$ cat config.mk
export PLATFORM = sky130hd
export DESIGN_NAME = bctd_ram
export DESIGN_NICKNAME = d
export VERILOG_FILES = /design/src/sv/bctd_ram.sv
export SDC_FILE = /design/constraint.sdc
export NUM_CORES = 2
export LEC_CHECK = 0
export ABC_AREA = 0
export ABC_CLOCK_PERIOD_IN_PS = 3250
export BUFFER_PORTS_ARGS = -buffer_cell sky130_fd_sc_hd__buf_2
export CAP_MARGIN = 20
export CORE_ASPECT_RATIO = 1.2
export CORE_MARGIN = 1
export CORE_UTILIZATION = 57
export CTS_CLUSTER_DIAMETER = 200
export DETAILED_ROUTE_END_ITERATION = 8
export PLACE_DENSITY = 0.76
export SLEW_MARGIN = 20
export SYNTH_ARGS = -nofsm -noshare
export SYNTH_HDL_FRONTEND = slang
export SYNTH_MEMORY_MAX_BITS = 65536
export SYNTH_SLANG_ARGS = --single-unit
$ cat constraint.sdc
create_clock -name clk -period 3.25 [get_ports clk]
set_input_delay 0.1625 -clock clk [delete_from_list [all_inputs] [get_ports clk]]
set_output_delay 0.1625 -clock clk [all_outputs]
set_load 0.03 [all_outputs]
$ cat src/sv/bctd_ram.sv
// ----------------------------------------------------------------------------
// bctd_ram
// Generic single-clock RAM, one write port, one read port, registered read.
// ----------------------------------------------------------------------------
module bctd_ram #(
	parameter int WIDTH = 33,
	parameter int DEPTH = 128
) (
	input  logic                     clk,
	input  logic                     we,
	input  logic [$clog2(DEPTH)-1:0] waddr,
	input  logic [WIDTH-1:0]         wdata,
	input  logic [$clog2(DEPTH)-1:0] raddr,
	output logic [WIDTH-1:0]         rdata
);

	logic [WIDTH-1:0] mem [DEPTH];

	// write, then register the read word
	always_ff @(posedge clk) begin
		if (we) begin
			mem[waddr] <= wdata;
		end
		rdata <= mem[raddr];
	end

endmodule

Word level (Yosys, flattened, before mapping)
Memories as Yosys holds them, arrays and structs flattened. A register that Yosys moved wholly into a read port is not among the register bits.
Cells that the tools add are included.
{ "classes": {"mux": 2} }
{ "op_table": {"columns": ["cell", "count"], "rows": [
  ["1-bit 2-to-1 mux", 2]
]} }
{ "word_totals": {"register_bits": 0, "ram_bits": 4224, "input_bits": 49, "out_inout_bits": 33, "elab_cells": 3, "memories": 1} }
{ "mem_list": {"columns": ["name", "depth", "width", "read_ports", "rd_clocked_by_memory_dff", "wr", "line", "rtl"], "rows": [
  ["mem", 128, 33, 1, 1, 1, "17", "logic [WIDTH-1:0] mem [DEPTH];"]
]} }

Depth between registers and ports, before layout
{ "depth": {"depth_word": 2, "mapped_depth": 8, "ltp_nobuf": 4} }

Worst setup path after synthesis
No wires, ideal clock.
{ "synth_timing": {"path_type": "in2reg", "start": "in we", "end": "mem mem[98][0], enable pin", "setup_time_ps": 464, "arrival_ps": 3007, "required_ps": 2786, "slack_ps": -221, "path_stages": 3, "path_buffers": 1, "path_cell_list": "clkbuf_1 > nand4_1 > nor3_1"} }
{ "synth_via": {"elab_chain_len": 2} }
{ "synth_lines": {"columns": ["element", "line", "rtl"], "rows": [
  ["from (decl)", "10", "input logic we,"],
  ["1-bit 2-to-1 mux", "21", "if (we) begin"],
  ["1-bit 2-to-1 mux (implied by the code)", "22", "mem[waddr] <= wdata;"],
  ["to (decl)", "17", null]
]} }
No other way between the ends.

==> impl_results.md <==
- Max layer used: met5
- #FFs+latches synth: around 4300
- Worst EP arrival: between 3 and 4 ns
- Rows: roughly 210
- CTS tree: built
- Fmax: approximately 0.36 GHz
- Clock transition at path regs: roughly 0.06 ns
- Mapped Nets: between 6000 and 7000
- Cell count after synthesis: slightly above 6000
- Chip height: 584 um
- DR iter-0 viols: around 13000
- CTS max path bufs: 4
- Sequential area share after synthesis: 0.791
- Total Routing Usage GR: 0.337
- Routed Wire Length: approximately 480 mm
- Cell Pwr Density: between 600 and 700 nW/um^2
- Peak supply drop: between 0.5 and 0.6 mV
- Worst hold slack: roughly 0.031 ns
- Ys flop type: edfxtp_1
- Post-cts resize count: 0
- CTS Sinks: approximately 4300
- I/O pin cnt: approximately 80
- Remaining DRCs: 0
- First-pass GRT wire length: 646 mm
- Status: complete, but fails checks
- Minimum clock period: roughly 2.8 ns
- Die area: ~280000 um^2
- Core area: approximately 280000 um^2
- Initial core utilization: 0.574
- WL met2: 234 mm
- Postcts setup bufs: 0
- Pin count of the biggest net entering global routing: between 100 and 150
- Worst Hold Class: input port to flop
- Pwr Total: 114 mW
- Mean routed wirelength per cell: between 40 and 50 um
- Vias/cell: around 7
- Final setup viols: 0
- WL met1: 142 mm
- Failing checks: antenna violations
- Maxcap violations: 0
- CP Max Fanout: 3
- Crit Path Class: flop to flop
- Root Driver: clkbuf_16
- Final worst-path cycle share: 0.847
- Clock skew: ~0.064 ns
- Final setup TNS: 0 ns
- Synthesis-to-layout area growth: 14.9%
- Final ANT Viol Nets: 1
- Post-synth top area cell: edfxtp_1
- Final hold vios: 0
- Number of distinct library cells after synthesis: 16
- Avg Inst Size Synth: around 26 um^2
- Required time of the critical path: 4.06 ns
- Post-synth EDFFs: between 4000 and 5000
- Max Slew Vio Count: 0
- Met3 wire length: roughly 57 mm
- Unrepaired setup endpoints after global routing: no
- Final #Nets: ~6800
- Area contributors post-synth: edfxtp_1 79%, mux4_2 19%, clkbuf_1 0.43%
- Share of cells above drive strength 1: 0.368
- H-tree depth: 5
- Pleak: approximately 57 nW
- CTS Buf Count: 390
- GRT Residual Overflow: 0
- Die X: about 490 um
- Total number of vias: 78300
- Rel. slew slack: 0.183
- Cts hold-fix bufs: 34
- Port Buf Inserts: 81
- Top-area cell type share of the netlist area: 0.787
- Filler cell count: between 15000 and 20000
- Critical Path Sink Type: flop
- Gpl congestion: about 0.85
- Initial antenna violation count: 93
- Clock Latency Late Sink: around 0.94 ns
- Asr flop ratio synth: 0
- Cell area after synthesis: 161000 um^2
- DP HPWL: roughly 250 mm
- DR pass1 iterations: 5
- Vias in the first global route: 79800
- Worst Max-Slew Pin Slew: around 1.2 ns
- Synth warn: 0
- Final Core Density: 0.659
- Critical path startpoint category: flop
==> state kept, by name, summed over array words and instances (netlist names) <==
register,count
mem,4224
rdata,33
==> cell families after synthesis <==
kind of cell	share of synthesized area
buffers and inverters	0.00835
and+or+nand+nor	0.00433
DFF	0.791
muxes	0.196
==> through the flow <==
| stage | cells | cell area (um^2) | worst slack, ns |
|---|---|---|---|
| 6_report | 11000 | 185000 | 0.497 |
| 5_1_grt | 11000 | 185000 | 0.521 |
| 4_1_cts | 10900 | 185000 | 0.535 |
| 3_5_place_dp | 10100 | 172000 | -0.153 |
| 3_3_place_gp | 10100 | 172000 | -0.143 |
| 2_1_floorplan | 6171 | 161000 | -0.221 |
==> critical path: stages (launching register included) <==
cell and delay [ns]:
edfxtp_1 0.42, mux4_2 0.53, mux4_2 0.67, mux4_2 0.67, mux2_2 0.34
==> placed cells by master (no fill, tap or decap), drive strengths merged, types with 7 or more instances in the layout <==
cell | Yosys | routed
edfxtp | 4224 | 4224
mux4 | 1386 | 1386
clkbuf | 184 | 504
buf | 141 | 502
diode | 0 | 152
clkinv | 0 | 145
nor2 | 122 | 122
bufinv | 0 | 39
dlygate4sd3 | 0 | 38
mux2 | 33 | 33
dfxtp | 33 | 33
nand2 | 14 | 14
nand3 | 12 | 12
clkinvlp | 0 | 11
nor3 | 9 | 9
inv | 0 | 9
nor2b | 7 | 7
==> Yosys cell counts, drive strengths merged, types with 3 or more instances <==
cell	number
edfxtp	4224
nor2	122
nor2b	7
nand3	12
clkbuf	184
nor3	9
buf	141
mux2	33
mux4	1386
dfxtp	33
nand4	3
nand2	14
==> power breakdown <==
part	leakage (nW)	switching [mW]	internal, mW	total (mW)
Clock	6.20	20.5	26.1	46.6
Sequential	38.3	0.312	60.6	60.9
Combinational	12.5	4.14	2.50	6.64
Total	57.0	24.9	89.2	114
==> metal layers <==
layer / GRT usage / vias up
li1: - / 28500
met1: 0.394 / 41100
met2: 0.546 / 6990
met3: 0.0744 / 1582
met4: 0.259 / 50
met5: 0 / -
==> area by class of cell <==
type	instances	area [um^2]	share of cell area
multi-input combinational	1589	33300	0.180
tap	3762	4710	0.0254
timing repair buffer	540	6560	0.0354
clock buffer	504	10600	0.0572
clock inverter	204	2100	0.0113
sequential	4257	128000	0.689
antenna	152	380	0.00205
==> worst paths after layout <==
check                            startpoint    endpoint  slack, ns  depth (start not counted)
worst min-delay path               waddr[2]  mem[30][5]       0.03                          3
worst max-delay path              mem[5][0]    rdata[0]       0.50                          4
worst max register to register    mem[5][0]    rdata[0]       0.50                          4
worst min register to register  mem[48][18]   rdata[18]       1.15                          4
Power figures use the tool's default switching activity.
