===== config.mk =====
export PLATFORM = sky130hd
export DESIGN_NAME = bctd_mod
export DESIGN_NICKNAME = d
export VERILOG_FILES = /design/src/sv/bctd_pkg.sv /design/src/sv/bctd_mod.sv
export SDC_FILE = /design/constraint.sdc
export NUM_CORES = 1
export LEC_CHECK = 0
export BUFFER_PORTS_ARGS = -buffer_cell sky130_fd_sc_hd__clkbuf_2
export CORE_MARGIN = 1
export CORE_UTILIZATION = 40
export DETAILED_ROUTE_END_ITERATION = 12
export PLACE_DENSITY_LB_ADDON = 0.3
export SYNTH_ARGS = -nofsm -noshare
export SYNTH_HDL_FRONTEND = slang
export SYNTH_SLANG_ARGS = --single-unit

===== constraint.sdc =====
create_clock -name clk -period 1.95 [get_ports clk]
set_input_delay 0.0975 -clock clk [delete_from_list [all_inputs] [get_ports clk]]
set_output_delay 0.0975 -clock clk [all_outputs]
set_load 0.05 [all_outputs]

===== src/sv/bctd_pkg.sv =====
// ----------------------------------------------------------------------------
// bctd_pkg
// Shared types and constants of the disk-block cache tag directory.
// ----------------------------------------------------------------------------
package bctd_pkg;

	// default geometry
	localparam int ENTRIES_DEF     = 128;
	localparam int BLOCK_SHIFT_DEF = 15;

	// field widths
	localparam int OWNER_W   = 16;
	localparam int BLOCK_W   = 17;
	localparam int WORD_W    = OWNER_W + BLOCK_W;
	localparam int TICK_W    = 8;
	localparam int IDX_OUT_W = 7;
	localparam int POS_W     = 32;
	localparam int LEN_W     = 20;
	localparam int TIMER_W   = 20;
	localparam int TIMER_LSB = 5;

	// configuration port
	localparam int APB_ADDR_W = 3;
	localparam int APB_DATA_W = 32;
	localparam logic REG_ENTRIES_IN_USE = 1'b0;

	// owner id that marks a free entry
	localparam logic [OWNER_W-1:0] FREE_ID = 16'hFFFF;

	typedef enum logic [1:0] {
		CMD_LOOKUP    = 2'd0,
		CMD_ALLOCATE  = 2'd1,
		CMD_INV_RANGE = 2'd2,
		CMD_INV_ALL   = 2'd3
	} cmd_t;

endpackage


===== src/sv/bctd_mod.sv =====
// ----------------------------------------------------------------------------
// bctd_mod
// Restoring remainder unit: one dividend bit per cycle over the TICK_W-bit dividend.
// ----------------------------------------------------------------------------
module bctd_mod
	import bctd_pkg::*;
#(
	parameter int NW = 8
) (
	input  logic              clk,
	input  logic              arst_n,
	input  logic              start,
	input  logic [TICK_W-1:0] dividend,
	input  logic [NW-1:0]     divisor,
	output logic              busy,
	output logic [NW-1:0]     remainder
);

	localparam int SW = $clog2(TICK_W);

	logic [TICK_W-1:0] div_q;
	logic [NW-1:0]     rem_q;
	logic [SW-1:0]     step_q;
	logic              busy_q;
	logic [NW:0]       trial;

	// shift in the next dividend bit
	assign trial = {rem_q, div_q[TICK_W-1]};

	// advance one bit per cycle while busy
	always_ff @(posedge clk or negedge arst_n) begin
		if (!arst_n) begin
			busy_q <= 1'b0;
			step_q <= '0;
		end else if (start) begin
			busy_q <= 1'b1;
			step_q <= '0;
		end else if (busy_q) begin
			step_q <= step_q + SW'(1);
			if (step_q == SW'(TICK_W - 1)) begin
				busy_q <= 1'b0;
			end
		end
	end

	// payload of the iteration
	always_ff @(posedge clk) begin
		if (start) begin
			div_q <= dividend;
			rem_q <= '0;
		end else if (busy_q) begin
			div_q <= div_q << 1;
			if (trial >= {1'b0, divisor}) begin
				rem_q <= NW'(trial - {1'b0, divisor});
			end else begin
				rem_q <= trial[NW-1:0];
			end
		end
	end

	assign busy      = busy_q;
	assign remainder = rem_q;

endmodule


# Word-level counts from Yosys, hierarchy flattened
# Index checks and enable logic that the tools add are counted.
dict set report totals {
  regBits 20
  out_inout_bits 9
  wordCells 17
}
dict set report op_classes {
  n_addsub 2
  magnitude_cmp 1
  n_eq_ne 1
  n_mux 8
  reduce_logical 1
}
# cell n
set ops {}
lappend ops {{$mux W8} 3}
lappend ops {{$ge A9 B8 Y1} 1}
lappend ops {{$sub A8 B8 Y8} 1}
lappend ops {{$mux W3} 2}
lappend ops {{$add A3 B1 Y3 const B} 1}
lappend ops {{$eq A3 B3 Y1 const B} 1}
lappend ops {{$mux W1} 3}
lappend ops {{$reduce_bool A2 Y1} 1}

# Depth between registers and ports, before layout
dict set report logic_depth {
  ltp_word 4
  depth_mapped 8
}

# Least setup slack after synthesis
# OpenSTA, ideal clock, no wires.
dict set report synth_path {
  path_type {register to register}
  start {reg rem_q[3], in the netlist remainder[3]}
  end {reg rem_q[4], in the netlist remainder[4]}
  setup_ps 121
  arrival_time_ps 1896
  required_time_ps 1829
  setup_slack_ps -67
  stages_incl_launch_ff 8
  path_buffers 1
  period_less_slack_ps 2017
  path_cell_list {dfxtp_1 > ha_1 > a21oi_2 > o221ai_2 > a21oi_2 > buf_6 > mux2i_1 > o21ai_1}
}
dict set report synth_via {
  elab_chain_cells 2
}
# item line_no
set synth_lines {}
lappend synth_lines {{start, declared} bctd_mod.sv:22} ;# logic [NW-1:0] rem_q;
lappend synth_lines {{start signal, assigned} bctd_mod.sv:54} ;# rem_q <= NW'(trial - {1'b0, divisor});
lappend synth_lines {{start signal, assigned} bctd_mod.sv:56} ;# rem_q <= trial[NW-1:0];
lappend synth_lines {{$sub A8 B8 Y8 or $ge A9 B8 Y1 (tied branches)} {bctd_mod.sv:54, bctd_mod.sv:53}}
lappend synth_lines {{$mux W8 *} bctd_mod.sv:53} ;# if (trial >= {1'b0, divisor}) begin
# Every way passes the cells marked *; elsewhere a longest branch is shown, timed or not.
# A chain may end at the register's enable or synchronous reset.

# Worst setup path in the final report
dict set report layout_path {
  start {reg div_q[7]}
  end {reg rem_q[6], in the netlist remainder[6]}
}
dict set report layout_via {
  elab_chain_cells 2
}
# item line_no
set layout_lines {}
lappend layout_lines {{start, declared} bctd_mod.sv:21} ;# logic [TICK_W-1:0] div_q;
lappend layout_lines {{start signal, assigned} bctd_mod.sv:49} ;# div_q <= dividend;
lappend layout_lines {{start signal, assigned} bctd_mod.sv:52} ;# div_q <= div_q << 1;
lappend layout_lines {{$sub A8 B8 Y8 or $ge A9 B8 Y1 (tied branches)} {bctd_mod.sv:54, bctd_mod.sv:53}}
lappend layout_lines {{$mux W8 *} bctd_mod.sv:53}
# Marks and branches as above.

==> run metrics <==
Internal=between 1 and 1.5 mW; count of antenna-violating nets left after detailed routing=0; max_cap viols=0; Clock Tree Buf Depth=2; final cell count without fillers=approximately 210; Setup Viol. Count Final=0; Worst path max stage delay=between 400 and 500 ps; Post-synth EDFFs=8; Avg Cell Area, Syn=around 9.9 µm²; synthesized flop and latch total=20; DRC Markers=0; crit-path leading delay family=adder cells; Synthesis Warnings=0; Synth Cell Area=between 1000 and 1500 µm²; Setup Fix Bufs, Post-CTS=0; share of layout cells above drive strength 1=32.93%; period utilization=between 90% and 100%; status=completed; R2R Setup Slk=160 ps; H-tree depth=1; Pins Over Slew Limit=0; fmax=558.8 MHz; Clk Tree Root Cell=clkbuf_4; DR vias=1046; CP cell instances=inv_1 > ha_1 > fa_1 > nor2b_1 > o211ai_1 > mux2i_1 > nor3_2 > o31ai_2; Post-CTS Hold Buffers=1; slew margin rel.=64.78%; skew final=approximately 0.8 ps; total global-route track usage=16.17%; P_sw=~900 µW; Worst Hold Class=input port to flop; Die Height=59.26 µm; initial core utilization=42.60%; number of global-route vias before repair=1037; clock network power share=approximately a tenth; clk sinks=20; grt total ovfl=0; row cnt=20; Total Wirelength=2578 µm; Die X=between 50 and 60 µm; placed cell count=just over 200; DRT Pass-1 Iters=4; Port Buffer Count=27; worst slew pin tran=between 500 and 600 ps; Setup crit start=div_q[7]$_DFFE_PP_; CTS Buf Count=3; FF-to-FF Start=div_q[7]$_DFFE_PP_; maximum vdd drop=between 0.4 and 0.5 mV; Main synth FF type=edfxtp_1; min cycle time layout=1790 ps; CP max FO=3; synth-to-layout area growth=17.37%; CP endpoint kind=flop; DP HPWL=2079 µm; number of vias per cell=5.029; critical path's slowest cell=fa_1; Seq/Total Area, Yosys=between 30% and 40%; Critical Path Stages=8; crit path kind=flop to flop; Logic pwr share=between 50% and 60%; RSZ-0062 raised after global routing=no; sequential power share=31.3%; initial DRC count=55; global-route wire length before repair=4305 µm; Hold WS=about 85 ps; Yosys cell types=41; Hold Vio Cnt, Final=0; # diodes=0; total power=between 1.5 and 2 mW; CTS resizes=0; reg-to-reg endpoint=remainder[6]$_SDFFE_PP0P_; IO Pins=28; CTS tree=built; pin count of the biggest net entering global routing=17; CP Buf/Inv Count=1; Core ar.=roughly 3000 µm²; clk_lat worst skew=approximately 290 ps; cells on worst reg2reg path=8; Clk pin slew, worst setup/hold paths=110 ps; cell area power density=approximately 1300 nW/µm²; initial antenna violation count=0; Worst Setup EP=remainder[6]$_SDFFE_PP0P_; CP Launch Type=flop; required time of the critical path=approximately 2200 ps; CP arrival=between 2000 and 2500 ps; Die ar.=~3500 µm²; Post-Syn Nets=163; Syn Inst Count=133; Switching Share=46.35%; Final nets=195; wire length per cell=roughly 12 µm; Pleak=between 0.7 and 0.8 nW; asr flop ratio synth=20.00%; GP Congestion=approximately 0.84
[layout make-up]
type,instances,area [µm²]
timing repair buffer,31,167.7
inverter,14,52.55
multi-input combinational,95,733.2
tap,44,55.05
fill,309,1539
sequential,20,504.2
clock buffer,3,22.52
clock inverter,1,3.754
[layer usage]
metal / vias up / global-route usage [%] / part of all wire [%]
met2: 17 / 30.98 / 53
met3: 2 / 1.965 / 2.5
met4: 0 / 5.442 / 0.39
met1: 491 / 18.18 / 44
li1: 536 / - / -
met5: - / 0 / 0
[worst min-delay path by stage]
stage / from / endpoint / slack, ps / cells past startpoint
detailed placement: arst_n / step_q[0]$_DFFE_PN0P_ / -90 / 1
global route: dividend[0] / div_q[0]$_SDFFCE_PN0P_ / 90 / 2
finish: dividend[0] / div_q[0]$_SDFFCE_PN0P_ / 90 / 2
global placement: arst_n / step_q[1]$_DFFE_PN0P_ / -90 / 1
CTS: dividend[0] / div_q[0]$_SDFFCE_PN0P_ / 80 / 2
floorplan: arst_n / busy$_DFF_PN0_ / -200 / 0
[power by group through the flow]
stage	Sequential (mW)	Clock (mW)	Combinational, mW
2_1_floorplan	0.823	0	0.699
3_3_place_gp	0.623	0	1.14
3_5_place_dp	0.626	0	1.16
4_1_cts	0.616	0.203	1.17
5_1_grt	0.627	0.214	1.28
6_report	0.615	0.193	1.16
[sequential cells by signal, summed over array words and instances, names as in the netlist]
| name | count |
|---|---|
| busy | 1 |
| div_q | 8 |
| remainder | 8 |
| step_q | 3 |
[cells in the mapped netlist, types with 2 or more instances]
cell,number,area (µm²)
a211oi_2,2,25.02
a21oi_1,2,10.01
a21oi_2,3,26.28
a32oi_1,3,26.28
buf_2,2,10.01
dfrtp_1,4,100.1
dfxtp_1,8,160.2
edfxtp_1,8,240.2
ha_1,10,125.1
inv_1,13,48.80
mux2_2,7,78.83
mux2i_1,5,50.05
nand2_1,8,30.03
nand2b_1,4,25.02
nand3_1,4,20.02
nor2_1,11,41.29
nor2b_1,5,31.28
o21ai_0,4,20.02
o21ai_1,4,20.02
o311ai_1,2,17.52
xnor2_1,4,35.03
[cell usage in the layout (no fill, tap or decap), types with 2 or more instances in the layout]
master,Yosys,final
o21ai_1,4,4
edfxtp_1,8,8
mux2i_1,5,5
nor2_1,11,11
xnor2_1,4,4
nand3_1,4,4
dfrtp_1,4,4
o21ai_0,4,4
a21oi_2,3,3
dfxtp_2,0,3
clkbuf_2,0,27
dfxtp_1,8,5
o311ai_1,2,2
ha_1,10,10
clkbuf_4,0,3
a211oi_2,2,2
a32oi_1,3,3
nand2b_1,4,4
a21oi_1,2,2
buf_4,0,3
nand2_1,8,8
mux2_2,7,7
inv_1,13,13
nor2b_1,5,5
[worst register-to-register path, stage by stage, from the launching register on]
cell	delay (ps)
edfxtp_1	360
inv_1	50
ha_1	200
fa_1	410
nor2b_1	150
o211ai_1	120
mux2i_1	200
nor3_2	70
o31ai_2	160
[per-stage QoR]
step	cell area [µm²]	utilization [%]	setup WS, ps	TNS, ps
2_1_floorplan	1315	-	-11.98	-11.98
3_3_place_gp	1503	48.82	178.1	0
3_5_place_dp	1503	48.82	164.5	0
4_1_cts	1539	50.00	146.5	0
5_1_grt	1539	50.00	31.18	0
6_report	1539	50.00	160.3	0
[kinds of logic (layout without fill, tap and decap cells)]
logic type / Yosys count / after routing / share of synthesized area [%]
xor+xnor: 5 / 5 / 3.340
mux: 12 / 12 / 9.829
simple gates: 39 / 39 / 15.08
flops: 20 / 20 / 38.17
fa+ha+maj: 11 / 11 / 11.07
compound gates: 28 / 28 / 16.60
buf+inv: 18 / 49 / 5.916
No activity file was read; power rests on OpenSTA's default activity.
